===== src/rtl/core/tpt_pkg.sv =====
// shared types, byte codes and constants for the text page position tracker
// used by tpt_step and text_page_position_tracker_unit; no dependencies

package tpt_pkg;

    localparam int COL_W  = 7;
    localparam int LINE_W = 8;
    localparam int CFG_W  = 7;
    localparam int CHAR_W = 8;

    // tab stop spacing, in columns
    localparam int TAB_STOP = 8;

    localparam logic [CFG_W-1:0] LINES_RESET   = 7'd23;
    localparam logic [CFG_W-1:0] COLUMNS_RESET = 7'd80;

    localparam logic signed [LINE_W-1:0] LINE_MAX = 8'sh7f;
    localparam logic signed [LINE_W-1:0] LINE_MIN = 8'sh80;

    // stream bytes with their own cursor handling
    localparam logic [CHAR_W-1:0] CH_BS = 8'h08;
    localparam logic [CHAR_W-1:0] CH_HT = 8'h09;
    localparam logic [CHAR_W-1:0] CH_LF = 8'h0a;
    localparam logic [CHAR_W-1:0] CH_CR = 8'h0d;

    // keys understood while paused
    localparam logic [CHAR_W-1:0] KEY_SPACE   = 8'h20;
    localparam logic [CHAR_W-1:0] KEY_QUOTE   = 8'h27;
    localparam logic [CHAR_W-1:0] KEY_UPPER_N = 8'h4e;
    localparam logic [CHAR_W-1:0] KEY_UPPER_Q = 8'h51;
    localparam logic [CHAR_W-1:0] KEY_LOWER_N = 8'h6e;
    localparam logic [CHAR_W-1:0] KEY_LOWER_Q = 8'h71;

    typedef enum logic [1:0] {
        OP_CHAR    = 2'd0,
        OP_KEY     = 2'd1,
        OP_RESTART = 2'd2
    } op_t;

    typedef enum logic [1:0] {
        REG_LINES   = 2'd0,
        REG_COLUMNS = 2'd1
    } cfg_idx_t;

    typedef enum logic [2:0] {
        ACT_NONE      = 3'd0,
        ACT_NEXT_PAGE = 3'd1,
        ACT_ONE_LINE  = 3'd2,
        ACT_QUIT      = 3'd3,
        ACT_REWIND    = 3'd4,
        ACT_SKIP_FILE = 3'd5,
        ACT_IGNORED   = 3'd6
    } action_t;

    typedef struct packed {
        logic [1:0]        operation;
        logic [CHAR_W-1:0] char_code;
        logic [CHAR_W-1:0] key_code;
    } item_t;

    typedef struct packed {
        logic [COL_W-1:0]         column;
        logic signed [LINE_W-1:0] line;
        logic                     waiting;
        logic                     discarding;
    } cursor_t;

    typedef struct packed {
        logic              pass_char;
        logic [CHAR_W-1:0] char_out;
        logic              page_full;
        logic [2:0]        action;
        logic              waiting;
        logic              discarding;
    } result_t;

endpackage


===== src/rtl/core/tpt_step.sv =====
// cursor update for one item: next cursor state and the result beat
// pure combinational; depends on tpt_pkg

module tpt_step (
    input  tpt_pkg::cursor_t         cur,
    input  tpt_pkg::item_t           item,
    input  logic [tpt_pkg::CFG_W-1:0] lines_per_page,
    input  logic [tpt_pkg::CFG_W-1:0] columns_per_line,
    output tpt_pkg::cursor_t         cur_next,
    output tpt_pkg::result_t         res
);

    localparam int TAB_ENTRIES = 2 ** tpt_pkg::COL_W;

    logic [tpt_pkg::COL_W:0]          tab_lut [TAB_ENTRIES];
    logic [tpt_pkg::CFG_W-1:0]        eff_lines;
    logic [tpt_pkg::CFG_W-1:0]        eff_cols;
    logic [tpt_pkg::COL_W-1:0]        cols_m1;
    logic signed [tpt_pkg::LINE_W-1:0] line_inc;
    logic                             line_full;
    logic [tpt_pkg::COL_W:0]          col_inc;
    logic [tpt_pkg::COL_W:0]          tab_col;

    // next tab stop for every column, settled at elaboration
    for (genvar i = 0; i < TAB_ENTRIES; i++) begin : g_tab
        assign tab_lut[i] = (tpt_pkg::COL_W + 1)'((i / tpt_pkg::TAB_STOP + 1)
                                                  * tpt_pkg::TAB_STOP);
    end

    assign eff_lines = (lines_per_page == '0) ? tpt_pkg::CFG_W'(1) : lines_per_page;
    assign eff_cols  = (columns_per_line < tpt_pkg::CFG_W'(2)) ? tpt_pkg::CFG_W'(2)
                                                               : columns_per_line;
    assign cols_m1   = eff_cols - tpt_pkg::COL_W'(1);

    // line advance saturates at the top, page is full at or beyond the limit
    assign line_inc  = (cur.line != tpt_pkg::LINE_MAX) ? cur.line + 8'sd1 : cur.line;
    assign line_full = line_inc >= $signed({1'b0, eff_lines});

    assign col_inc = {1'b0, cur.column} + (tpt_pkg::COL_W + 1)'(1);
    assign tab_col = tab_lut[cur.column];

    always_comb
    begin
        cur_next      = cur;
        res           = '0;
        res.action    = tpt_pkg::ACT_NONE;
        unique case (item.operation)
            tpt_pkg::OP_CHAR:
            begin
                if (!cur.waiting && !cur.discarding)
                begin
                    res.pass_char = 1'b1;
                    res.char_out  = item.char_code;
                    unique case (item.char_code)
                        tpt_pkg::CH_LF:
                        begin
                            cur_next.column = '0;
                            if (line_full)
                            begin
                                cur_next.line    = '0;
                                cur_next.waiting = 1'b1;
                                res.page_full    = 1'b1;
                            end
                            else
                            begin
                                cur_next.line = line_inc;
                            end
                        end
                        tpt_pkg::CH_CR:
                        begin
                            cur_next.column = '0;
                        end
                        tpt_pkg::CH_BS:
                        begin
                            if (cur.column != '0)
                            begin
                                cur_next.column = cur.column - tpt_pkg::COL_W'(1);
                            end
                            else
                            begin
                                if (cur.line != tpt_pkg::LINE_MIN)
                                begin
                                    cur_next.line = cur.line - 8'sd1;
                                end
                                cur_next.column = cols_m1;
                            end
                        end
                        tpt_pkg::CH_HT:
                        begin
                            cur_next.column = (tab_col > {1'b0, cols_m1})
                                              ? cols_m1 : tab_col[tpt_pkg::COL_W-1:0];
                        end
                        default:
                        begin
                            if (col_inc >= {1'b0, eff_cols})
                            begin
                                cur_next.column = '0;
                                if (line_full)
                                begin
                                    cur_next.line    = '0;
                                    cur_next.waiting = 1'b1;
                                    res.page_full    = 1'b1;
                                end
                                else
                                begin
                                    cur_next.line = line_inc;
                                end
                            end
                            else
                            begin
                                cur_next.column = col_inc[tpt_pkg::COL_W-1:0];
                            end
                        end
                    endcase
                end
            end
            tpt_pkg::OP_KEY:
            begin
                if (!cur.waiting)
                begin
                    res.action = tpt_pkg::ACT_IGNORED;
                end
                else
                begin
                    unique case (item.key_code)
                        tpt_pkg::KEY_SPACE:
                        begin
                            cur_next.line    = '0;
                            cur_next.waiting = 1'b0;
                            res.action       = tpt_pkg::ACT_NEXT_PAGE;
                        end
                        tpt_pkg::CH_CR, tpt_pkg::CH_LF:
                        begin
                            // one more line before the next pause
                            cur_next.line    = $signed({1'b0, eff_lines - tpt_pkg::CFG_W'(1)});
                            cur_next.waiting = 1'b0;
                            res.action       = tpt_pkg::ACT_ONE_LINE;
                        end
                        tpt_pkg::KEY_LOWER_Q, tpt_pkg::KEY_UPPER_Q:
                        begin
                            cur_next.waiting    = 1'b0;
                            cur_next.discarding = 1'b1;
                            res.action          = tpt_pkg::ACT_QUIT;
                        end
                        tpt_pkg::KEY_QUOTE:
                        begin
                            cur_next.waiting    = 1'b0;
                            cur_next.discarding = 1'b1;
                            res.action          = tpt_pkg::ACT_REWIND;
                        end
                        tpt_pkg::KEY_LOWER_N, tpt_pkg::KEY_UPPER_N:
                        begin
                            cur_next.waiting    = 1'b0;
                            cur_next.discarding = 1'b1;
                            res.action          = tpt_pkg::ACT_SKIP_FILE;
                        end
                        default:
                        begin
                            res.action = tpt_pkg::ACT_IGNORED;
                        end
                    endcase
                end
            end
            tpt_pkg::OP_RESTART:
            begin
                cur_next.discarding = 1'b0;
            end
            default:
            begin
                cur_next = cur;
            end
        endcase
        res.waiting    = cur_next.waiting;
        res.discarding = cur_next.discarding;
    end

endmodule


===== src/rtl/core/text_page_position_tracker_unit.sv =====
// top level of the text page position tracker: handshake, config and state registers
// depends on tpt_pkg and tpt_step

// Takes one item per clock while in_stall is low and gives one result beat per
// item. An accepted beat lands in an input register; when the result register
// is free, the cursor update in tpt_step runs from that register into the
// result register, so each beat passes the input register and then the result register.
// The cursor state is updated in the same cycle the result is captured, which
// closes the state-to-state loop and lets items follow back to
// back. The input register keeps accepting while a finished result waits; only
// when the result register is held and the input register is full does the
// block stall its input. Register writes take effect at once and belong in
// idle periods; an out-of-range index is ignored.

module text_page_position_tracker_unit (
    input  logic                        clk,
    input  logic                        rst_n,
    input  logic                        cfg_write_en,
    input  logic [1:0]                  cfg_index,
    input  logic [tpt_pkg::CFG_W-1:0]   cfg_data,
    input  logic                        in_valid,
    output logic                        in_stall,
    input  logic [1:0]                  operation,
    input  logic [tpt_pkg::CHAR_W-1:0]  char_code,
    input  logic [tpt_pkg::CHAR_W-1:0]  key_code,
    output logic                        out_valid,
    input  logic                        out_stall,
    output logic                        pass_char,
    output logic [tpt_pkg::CHAR_W-1:0]  char_out,
    output logic                        page_full,
    output logic [2:0]                  action,
    output logic                        waiting,
    output logic                        discarding
);

    logic [tpt_pkg::CFG_W-1:0] lines_reg;
    logic [tpt_pkg::CFG_W-1:0] columns_reg;
    logic                      in_valid_reg;
    logic                      in_valid_next;
    tpt_pkg::item_t            item_reg;
    tpt_pkg::cursor_t          cursor_reg;
    tpt_pkg::cursor_t          cursor_next;
    logic                      out_valid_reg;
    logic                      out_valid_next;
    tpt_pkg::result_t          result_reg;
    tpt_pkg::result_t          result_next;
    logic                      out_free;
    logic                      fire;
    logic                      accept_in;

    assign out_free  = !out_valid_reg || !out_stall;
    assign fire      = in_valid_reg && out_free;
    assign in_stall  = in_valid_reg && !out_free;
    assign accept_in = in_valid && !in_stall;

    assign in_valid_next  = accept_in || (in_valid_reg && !fire);
    assign out_valid_next = fire || (out_valid_reg && out_stall);

    tpt_step u_step (
        .cur              (cursor_reg),
        .item             (item_reg),
        .lines_per_page   (lines_reg),
        .columns_per_line (columns_reg),
        .cur_next         (cursor_next),
        .res              (result_next)
    );

    always_ff @(posedge clk or negedge rst_n)
    begin
        if (!rst_n)
        begin
            lines_reg   <= tpt_pkg::LINES_RESET;
            columns_reg <= tpt_pkg::COLUMNS_RESET;
        end
        else if (cfg_write_en)
        begin
            unique case (cfg_index)
                tpt_pkg::REG_LINES:   lines_reg   <= cfg_data;
                tpt_pkg::REG_COLUMNS: columns_reg <= cfg_data;
                default:
                begin
                    lines_reg <= lines_reg;
                end
            endcase
        end
    end

    always_ff @(posedge clk or negedge rst_n)
    begin
        if (!rst_n)
        begin
            in_valid_reg  <= 1'b0;
            out_valid_reg <= 1'b0;
            cursor_reg    <= '0;
        end
        else
        begin
            in_valid_reg  <= in_valid_next;
            out_valid_reg <= out_valid_next;
            if (fire)
            begin
                cursor_reg <= cursor_next;
            end
        end
    end

    // payload beats, no reset needed
    always_ff @(posedge clk)
    begin
        if (accept_in)
        begin
            item_reg <= '{operation: operation, char_code: char_code, key_code: key_code};
        end
        if (fire)
        begin
            result_reg <= result_next;
        end
    end

    assign out_valid  = out_valid_reg;
    assign pass_char  = result_reg.pass_char;
    assign char_out   = result_reg.char_out;
    assign page_full  = result_reg.page_full;
    assign action     = result_reg.action;
    assign waiting    = result_reg.waiting;
    assign discarding = result_reg.discarding;

    // pausing and discarding exclude each other
    a_flags_exclusive: assert property (@(posedge clk) disable iff (!rst_n)
        !(cursor_reg.waiting && cursor_reg.discarding))
        else $error("cursor waiting and discarding at once");

    // a page-full beat always leaves the block waiting
    a_full_waits: assert property (@(posedge clk) disable iff (!rst_n)
        (out_valid_reg && result_reg.page_full) |-> result_reg.waiting)
        else $error("page full without waiting");

    // a forwarded character never comes from a discarding block
    a_pass_not_discard: assert property (@(posedge clk) disable iff (!rst_n)
        (out_valid_reg && result_reg.pass_char) |-> !result_reg.discarding)
        else $error("character passed while discarding");

    // every beat taken from the input register appears as a result
    a_fire_result: assert property (@(posedge clk) disable iff (!rst_n)
        fire |=> out_valid_reg)
        else $error("result beat lost");

    // cursor state moves only with a result beat
    a_state_hold: assert property (@(posedge clk) disable iff (!rst_n)
        !fire |=> $stable(cursor_reg))
        else $error("cursor changed without an item");

endmodule


===== config.mk =====
export PLATFORM = sky130hd
export DESIGN_NAME = text_page_position_tracker_unit
export DESIGN_NICKNAME = d
export VERILOG_FILES = /design/src/rtl/core/tpt_pkg.sv /design/src/rtl/core/tpt_step.sv /design/src/rtl/core/text_page_position_tracker_unit.sv
export SDC_FILE = /design/constraint.sdc
export NUM_CORES = 1
export LEC_CHECK = 0
export BUFFER_PORTS_ARGS = -buffer_cell sky130_fd_sc_hd__buf_2
export CAP_MARGIN = 15
export CORE_MARGIN = 8
export CORE_UTILIZATION = 25
export CTS_CLUSTER_DIAMETER = 200
export DETAILED_ROUTE_END_ITERATION = 8
export PLACE_DENSITY = 0.36
export SETUP_SLACK_MARGIN = 0.02
export SLEW_MARGIN = 20
export SYNTH_ARGS = -nofsm -noshare
export SYNTH_HDL_FRONTEND = slang
export SYNTH_HIERARCHICAL = 1
export SYNTH_SLANG_ARGS = --single-unit

===== constraint.sdc =====
create_clock -name clk -period 4.73 [get_ports clk]
set_clock_uncertainty 0.15 [all_clocks]
set_input_delay 0 -clock clk [delete_from_list [all_inputs] [get_ports clk]]
set_output_delay 0 -clock clk [all_outputs]
set_load 0.1 [all_outputs]

==> results.md, run 1 <==
- Status: complete, no violations
- Cells after Synth: 492
- Number of global-route vias before repair: 4,129
- Number of H-tree levels: 3
- Die Wd: 155 um
- Via density: 4.97
- Yosys reg bits: 66
- Area growth syn-to-layout: 21.7%
- Synth Area per Inst: 9.88 um^2
- CTS Buf Count: 9
- Clk_lat worst skew: 0.34 ns
- Part of the cycle the worst path needs: 93.0%
- Fillers: 2,037
- Post-DP HPWL: 10.7 mm
- CP arrival: 4.48 ns
- FFs w/ async S/R, synth: 50.0%
- DRC: 0
- Layout cells sized above 1: 22.5%
- Die Y: 155 um
- Worst rel slew slack: 42.4%
- Post-layout min period: 4.40 ns
- Synth warn: 6
- CP max stage cell: or4_1
- Critical Path Sink Type: flip-flop
- Syn Nets: 555
- Stages on worst setup path: 16
- TNS Setup: 0 ns
- RSZ-0062 raised after global routing: false
- Via Count: 4,153
- Worst path cell trace: or4_1 > or3_1 > nor2b_1 > ha_1 > inv_1 > nor3_1 > xnor2_1 > ha_1 > and3_1 > a221o_1 > a32o_1 > nor3b_1 > a22oi_1 > o21ai_0 > a22o_1 > mux2_2
- Final GP Congestion: 0.832
- Leakage: 2.43 nW
- Initial antenna violation count: 0
- Total track usage: 12.2%
- Final instance area: 5920 um^2
- Critical path's top delay family: simple AND/OR/NAND/NOR gates
- Root Buffer: clkbuf_16
- Final setup viols: 0
- Cell Area, Synth: 4860 um^2
- Largest stage delay, worst path: 0.59 ns
- Slew Viols, Final: 0
- Seq/Total Area, Yosys: 37.5%
- Initial DRT Pass Iterations: 5
- Grt total ovfl: 0
- Synth unique cells: 83
- VDD IR-drop max: 206 uV
- Max reg flops: 18
- Die ar.: 24,200 um^2
- WP buf/inv: 1
- Synth Flop Type: edfxtp_1
- Min-delay worst type: in2reg
- Multi-input logic area: 2740 um^2
- Number of synthesized flops with an enable pin: 33
- Placed Area: 5310 um^2
- Initial Util: 25.2%
- First-pass GRT wire length: 22.8 mm
- Max clock buf depth: 2
- Final ANT Viol Nets: 0
- ANT cells: 0
- Max FO, Critical Path: 4
- Hold Crit Depth: 3
- Setup bufs post-CTS: 0
- Reg clk slew, reported paths: 0.06 ns
- Largest net degree at the start of global routing: 34
- Nets@finish: 628
- Worst path required time: 4.81 ns
- Non-filler cells, final: 835
- Core area: 19,300 um^2
- Max Fclk: 227 MHz
- Max-Cap Viols: 0
- Final WL: 14.4 mm
- Worst slew pin tran: 0.864 ns
- Final Hold Fails: 0
- Worst r2r path cells: 16
- Post-synth top area cell: edfxtp_1
- Sequential cell area: 1820 um^2
- Cells after DPL: 788
- Sink Count: 66
- CTS tree: yes
- CP Launch Type: flip-flop
- Post-synth top cells: 34 x inv_1, 33 x edfxtp_1, 32 x nor2_1
- Synth area leaders: edfxtp_1 20%, dfrtp_1 14%, ha_1 8.0%, mux2_2 5.8%, xnor2_1 3.4%
- PD cells: 478 nW/um^2
- Most common cell in the synthesized netlist: inv_1
- IO Pins: 49
- Wire per inst: 17.2 um
- Port buffer count: 48
- Most frequent cell on the critical path: ha_1
- WS Path Type: reg2reg
- Initial drt markers: 194
- Row count: 51
- Synth top area share: 20.4%
==> per-stage QoR <==
stage | hold slack (ns) | util [%] | power [mW] | worst slack (ns)
global placement | 0.0261 | 27.6 | 2.14 | 0.377
CTS | 0.154 | 30.7 | 2.85 | 0.272
detailed placement | 0.0280 | 27.6 | 2.14 | 0.285
global route | 0.197 | 30.7 | 3.03 | 0.122
finish | 0.155 | 30.7 | 2.83 | 0.330
floorplan | -0.446 | - | 1.81 | 0.753
==> report_power, final <==
group / leakage, nW / switching [mW] / total [mW] / internal [mW]
clock: 0.136 / 0.266 / 0.671 / 0.404
combinational: 1.58 / 0.780 / 1.30 / 0.518
sequential: 0.721 / 0.145 / 0.859 / 0.714
total: 2.43 / 1.19 / 2.83 / 1.64
==> cells in the final DEF (no fill, tap or decap), types with 14 or more instances in the layout <==
cell type	Yosys	routed
nand3_1	17	17
xnor2_1	19	19
dfrtp_1	27	27
nor3_1	16	16
nor2_1	32	32
edfxtp_1	33	33
nand2_1	31	31
a21oi_1	29	28
dlygate4sd3_1	0	31
o21ai_0	19	19
ha_1	31	31
inv_1	34	34
buf_2	1	48
and3_1	14	14
mux2_2	25	25
==> final cells by class <==
type / count / share of cell area, %
multi-input cells: 368 / 46.3
inverters: 34 / 2.16
flip-flops and latches: 66 / 30.8
well taps: 265 / 5.60
repair buffers: 86 / 10.2
clock buffers: 10 / 3.87
clock inverters: 6 / 0.994
==> logic make-up after synthesis <==
group | share of synthesized area (%)
AO/OA/AOI/OAI | 17.6
XOR/XNOR | 3.78
adder cells (fa/ha/maj) | 7.98
buffers and inverters | 6.13
flip-flops | 37.5
multiplexers | 8.78
AND/OR/NAND/NOR | 18.2
==> worst min-delay path: cells and delay by family <==
kind / cells / cell delay (ns)
muxes: 1 / 0.21
buffers and inverters: 1 / 0.10
and+or+nand+nor: 1 / 0.30
==> worst paths after layout <==
check | startpoint | end | slack (ns)
setup / recovery | columns_reg[5] | cursor_reg[13] | 0.33
hold / removal | cfg_write_en | columns_reg[3] | 0.15
setup reg to reg | columns_reg[5] | cursor_reg[13] | 0.33
hold reg to reg | in_valid_reg | out_valid | 0.34
max in group asynchronous | rst_n | columns_reg[1] | 3.73
min in group asynchronous | rst_n | cursor_reg[13] | 0.16
==> what timing repair did <==
item | 4_1_cts | 5_1_grt
hold endpoints to repair | 61 | 0
endpoints found under the setup margin | 0 | 1
gates resized for setup | 0 | 1
hold buffers | 31 | 0
==> routing by layer <==
| layer | routed length, um | vias to the layer above | track usage, % |
|---|---|---|---|
| met2 | 6840 | 112 | 19.6 |
| met4 | 325 | 0 | 4.62 |
| met1 | 6460 | 2025 | 15.1 |
| met3 | 768 | 21 | 3.47 |
| met5 | 0 | - | 0 |
| li1 | - | 1995 | - |
No activity file was read; power rests on OpenSTA's default activity.
==> run 2: changes to the inputs <==
ABC_CLOCK_PERIOD_IN_PS = 4730   (was default)
MAX_ROUTING_LAYER = met4   (was default)
SLEW_MARGIN = default   (was 20)
==> run 2 against run 1 <==
  * Sequential power hardly changed
  * Utilization is the same
  * Wire length is 0.24% higher
  * Hold slack got worse by 0.0016 ns
  * Global-route usage rose by 0.33 points
  * Count of clock-buffer cells in the layout is the same
  * Final area stayed put
  * Via count hardly changed
  * Non-clock buffer count unchanged
  * Final cell count unchanged
  * Critical path depth did not move
  * Critical path type unchanged
==> results.md, run 2 (synthesis results as in run 1) <==
- Status: complete, no violations (unchanged)
- Final worst setup slack: 0.331 ns (was 0.330 ns)
- Row count: 51 (unchanged)
- Wire per inst: 17.3 um (was 17.2 um)
- Worst path cell trace: or4_1 > or3_1 > nor2b_1 > ha_1 > inv_1 > nor3_1 > xnor2_1 > ha_1 > and3_1 > a221o_1 > a32o_1 > nor3b_1 > a22oi_1 > o21ai_0 > a22o_1 > mux2_2 (unchanged)
- Reg clk slew, reported paths: 0.06 ns (about the same)
- Final setup viols: 0 (unchanged)
- Clk_lat worst skew: 0.35 ns (was 0.34 ns)
- Via Count: 4,152 (was 4,153)
- WS Path Type: reg2reg (unchanged)
- Die Y: 155 um (unchanged)
- Cells after DPL: 788 (unchanged)
- Pre-CTS WS: 0.285 ns (unchanged)
- Layout cells sized above 1: 22.5% (unchanged)
- IO Pins: 49 (unchanged)
- Worst rel slew slack: 42.3% (was 42.4%)
- First-pass GRT wire length: 22.8 mm (about the same)
- Max Fclk: 227 MHz (about the same)
- TNS Setup: 0 ns (unchanged)
- Port buffer count: 48 (unchanged)
- CP Launch Type: flip-flop (unchanged)
- Number of H-tree levels: 3 (unchanged)
- CP arrival: 4.48 ns (about the same)
- Initial DRT Pass Iterations: 5 (unchanged)
- Die Wd: 155 um (unchanged)
- RSZ-0062 raised after global routing: false (unchanged)
- Slew Viols, Final: 0 (unchanged)
- CTS Buf Count: 9 (unchanged)
- Initial drt markers: 222 (was 194)
- Sink Count: 66 (unchanged)
- Commonest non-fill, non-tap cell in the layout: buf_2 (unchanged)
- Initial Util: 25.2% (unchanged)
- Setup slack, reg-to-reg: 0.33 ns (about the same)
- Total track usage: 12.5% (was 12.2%)
- Largest stage delay, worst path: 0.59 ns (about the same)
- CP max stage cell: or4_1 (unchanged)
- Final ANT Viol Nets: 0 (unchanged)
- Most frequent cell on the critical path: ha_1 (unchanged)
- Multi-input logic area: 2740 um^2 (unchanged)
- Fillers: 2,037 (unchanged)
- Area growth syn-to-layout: 21.7% (unchanged)
- VDD IR-drop max: 207 uV (was 206 uV)
- Nets@finish: 628 (unchanged)
- Number of global-route vias before repair: 4,122 (was 4,129)
- Max FO, Critical Path: 4 (unchanged)
- Grt total ovfl: 0 (unchanged)
- Max reg flops: 18 (unchanged)
- Most frequent cells in the layout: 48 x buf_2, 34 x inv_1, 33 x edfxtp_1 (unchanged)
- CTS tree: yes (unchanged)
- Initial antenna violation count: 0 (unchanged)
- Sequential cell area: 1820 um^2 (unchanged)
- Final instance area: 5920 um^2 (unchanged)
- Post-DP HPWL: 10.7 mm (unchanged)
- Part of the cycle the worst path needs: 93.0% (about the same)
- Placed Area: 5310 um^2 (unchanged)
- Critical Path Sink Type: flip-flop (unchanged)
- Via density: 4.97 (about the same)
- Final Hold Fails: 0 (unchanged)
- PD cells: 479 nW/um^2 (was 478 nW/um^2)
- Root Buffer: clkbuf_16 (unchanged)
- Min-delay worst type: in2reg (unchanged)
- Largest net degree at the start of global routing: 34 (unchanged)
- Worst path required time: 4.81 ns (about the same)
- Core area: 19,300 um^2 (unchanged)
- Final WL: 14.4 mm (about the same)
- Max-Cap Viols: 0 (unchanged)
- ANT cells: 0 (unchanged)
- Non-filler cells, final: 835 (unchanged)
- Die ar.: 24,200 um^2 (unchanged)
- Worst slew pin tran: 0.866 ns (was 0.864 ns)
- DRC: 0 (unchanged)
- Max clock buf depth: 2 (unchanged)
- Leakage: 2.43 nW (unchanged)
- Final GP Congestion: 0.844 (was 0.832)
- Post-layout min period: 4.40 ns (about the same)
[run 2: final timing paths]
path,startpoint,to,cells past startpoint
worst max-delay path,columns_reg[5],cursor_reg[13],16
worst min-delay path,cfg_write_en,columns_reg[3],3
worst max register to register,columns_reg[5],cursor_reg[13],16
worst min register to register,in_valid_reg,out_valid,1
max in group asynchronous,rst_n,columns_reg[1],2
min in group asynchronous,rst_n,cursor_reg[13],2
[run 2: area by class of cell]
cell class | count | share of cell area (%)
multi-input cells | 368 | 46.3
flip-flops and latches | 66 | 30.8
repair buffers | 86 | 10.2
well taps | 265 | 5.60
clock buffers | 10 | 3.87
inverters | 34 | 2.16
clock inverters | 6 | 0.994
[run 2: report_power, final]
part           switching (mW)  internal (mW)
sequential              0.144          0.714
combinational           0.784          0.518
clock                   0.267          0.404
[run 2: critical path: cells and delay by family, from the launching register on]
family	cells	cell delay (ns)
and+or+nand+nor	6	1.53
AOI/OAI and AO/OA	5	1.08
adders and majority gates	2	0.51
DFF	1	0.41
muxes	1	0.26
xor gates and xnor gates	1	0.25
buffers and inverters	1	0.07
[run 2: metrics by stage]
step	power (mW)	util (%)	hold WS, ns
CTS	2.85	30.7	0.154
finish	2.83	30.7	0.153
detailed placement	2.14	27.6	0.0280
global route	3.03	30.7	0.197
global placement	2.14	27.6	0.0261
floorplan	1.81	-	-0.446
[run 2: metal layers]
| layer | part of all wire [%] | global-route usage [%] |
|---|---|---|
| met5 | 0 | - |
| met4 | 2.1 | 4.62 |
| met3 | 4.8 | 3.19 |
| met2 | 48 | 19.6 |
| met1 | 46 | 15.2 |
[run 2: what timing repair did]
action                                 CTS  global route
setup buffers                            0             0
endpoints found under the hold margin   61             0
resized for setup                        0             1
setup endpoints to repair                0             1
hold buffers                            31             0
==> run 3: changes to the inputs <==
PLACE_DENSITY = 0.52   (was 0.36)
==> run 3 against run 2 <==
  * Sequential power up 3.8%
  * Final area down 0.21%
  * First-iteration DRC count up 30%
  * Final cell count down 0.24%
  * Non-clock buffer count down 2
==> results.md, run 3 (synthesis results as in run 1) <==
- DRC: 0 (unchanged)
- Initial DRT Pass Iterations: 5 (unchanged)
- Max reg flops: 18 (unchanged)
- CTS tree: yes (unchanged)
- Number of global-route vias before repair: 4,278 (was 4,122)
- Max Fclk: 228 MHz (was 227 MHz)
- Fillers: 2,040 (was 2,037)
- Worst rel slew slack: 43.0% (was 42.3%)
- Nets@finish: 626 (was 628)
- Final ANT Viol Nets: 0 (unchanged)
- Pwr Total: 2.80 mW (was 2.83 mW)
- Post-DP HPWL: 9.92 mm (was 10.7 mm)
- VDD IR-drop max: 204 uV (was 207 uV)
- Final Hold Fails: 0 (unchanged)
- Max FO, Critical Path: 4 (unchanged)
- RSZ-0062 raised after global routing: false (unchanged)
- Final WL: 13.4 mm (was 14.4 mm)
- Via Count: 4,156 (was 4,152)
- Worst slew pin tran: 0.855 ns (was 0.866 ns)
- Final GP Congestion: 0.919 (was 0.844)
- Slew Viols, Final: 0 (unchanged)
- Min-delay worst type: in2reg (unchanged)
- Worst path required time: 4.81 ns (about the same)
- Grt total ovfl: 0 (unchanged)
- Post-layout min period: 4.38 ns (was 4.40 ns)
- Part of the cycle the worst path needs: 92.5% (was 93.0%)
- WS Path Type: reg2reg (unchanged)
- Pre-CTS WS: 0.400 ns (was 0.285 ns)
- Status: complete, no violations (unchanged)
- Total track usage: 11.8% (was 12.5%)
- First-pass GRT wire length: 22.2 mm (was 22.8 mm)
- IO Pins: 49 (unchanged)
- Leakage: 2.43 nW (about the same)
- Clk_lat worst skew: 0.34 ns (was 0.35 ns)
- Hold slack: 0.132 ns (was 0.153 ns)
- Post-CTS Hold Fix Bufs: 31 (unchanged)
- Reg clk slew, reported paths: 0.06 ns (about the same)
- Die Wd: 155 um (unchanged)
- Final setup viols: 0 (unchanged)
- Setup bufs post-CTS: 0 (unchanged)
- Max-Cap Viols: 0 (unchanged)
- Cts repair resizes: 0 (unchanged)
- ANT cells: 0 (unchanged)
- Core area: 19,300 um^2 (unchanged)
- TNS Setup: 0 ns (unchanged)
- Root Buffer: clkbuf_16 (unchanged)
- Via density: 4.99 (was 4.97)
- Initial drt markers: 289 (was 222)
- CTS Buf Count: 9 (unchanged)
- Initial antenna violation count: 0 (unchanged)
- Layout cells sized above 1: 22.2% (was 22.5%)
- Sink Count: 66 (unchanged)
- Max clock buf depth: 2 (unchanged)
- Port buffer count: 48 (unchanged)
- Initial Util: 25.2% (unchanged)
- PD cells: 475 nW/um^2 (was 479 nW/um^2)
- Die Y: 155 um (unchanged)
- Final worst setup slack: 0.353 ns (was 0.331 ns)
- Area growth syn-to-layout: 21.5% (was 21.7%)
- Critical Path Sink Type: flip-flop (unchanged)
- Row count: 51 (unchanged)
- CP arrival: 4.45 ns (was 4.48 ns)
- Die ar.: 24,200 um^2 (unchanged)
- Number of H-tree levels: 3 (unchanged)
- CP Launch Type: flip-flop (unchanged)
- Most frequent cells in the layout: 48 x buf_2, 34 x inv_1, 33 x edfxtp_1 (unchanged)
- Largest net degree at the start of global routing: 34 (unchanged)
- Wire per inst: 16.1 um (was 17.3 um)
- Commonest non-fill, non-tap cell in the layout: buf_2 (unchanged)
run 3: changes by cell type in the layout (fill, tap and decap cells not counted), sizes merged:
cell	change
buf	-2
clkbuf	-1
clkinv	+1
clkinvlp	-1
inv	+1
run 3: critical path: stages (launching register included):
cell and delay, ns:
dfrtp_1 0.42, or4_1 0.58, or3_1 0.34, nor2b_1 0.17, ha_1 0.24, inv_1 0.08
nor3_1 0.05, xnor2_1 0.21, ha_1 0.27, and3_1 0.20, a221o_1 0.30, a32o_1 0.22
nor3b_1 0.18, a21oi_1 0.30, o211ai_1 0.12, a21boi_0 0.16, mux2_2 0.28
run 3: path summary, 6_finish.rpt:
kind	cells past startpoint	from	end	slack (ns)
setup / recovery	16	columns_reg[5]	cursor_reg[11]	0.35
hold / removal	3	cfg_write_en	columns_reg[4]	0.13
setup reg to reg	16	columns_reg[5]	cursor_reg[11]	0.35
hold reg to reg	1	in_valid_reg	out_valid	0.35
max in group asynchronous	2	rst_n	columns_reg[3]	3.71
min in group asynchronous	2	rst_n	cursor_reg[14]	0.18
run 3: metal layers:
metal  wire (um)  track usage, %  share of wire, %  up-vias
met5           0               -                 0        -
met4         453            5.78               3.4        0
met3         581            2.41               4.3       32
met2        6540            19.2                49      134
met1        5840            13.6                44     2001
li1            -               -                 -     1989
run 3: through the flow:
step | area (um^2) | cells | utilization [%]
floorplan | 4860 | 492 | -
global placement | 5300 | 786 | 27.5
detailed placement | 5300 | 786 | 27.5
CTS | 5900 | 833 | 30.6
global route | 5900 | 833 | 30.6
finish | 5900 | 833 | 30.6
run 3: area by class of cell:
cell class / instances / area (um^2) / share of cell area [%]
timing repair buffer: 84 / 588 / 9.96
clock inverter: 7 / 68.8 / 1.17
inverter: 34 / 128 / 2.16
multi-input combinational: 368 / 2740 / 46.4
sequential: 66 / 1820 / 30.9
tap: 265 / 332 / 5.62
clock buffer: 9 / 225 / 3.82
run 3: where the power goes:
group / total [mW] / leakage (nW) / internal, mW / switching, mW
clock network: 0.671 / 0.143 / 0.407 / 0.265
registers: 0.892 / 0.721 / 0.714 / 0.179
logic: 1.24 / 1.57 / 0.512 / 0.726
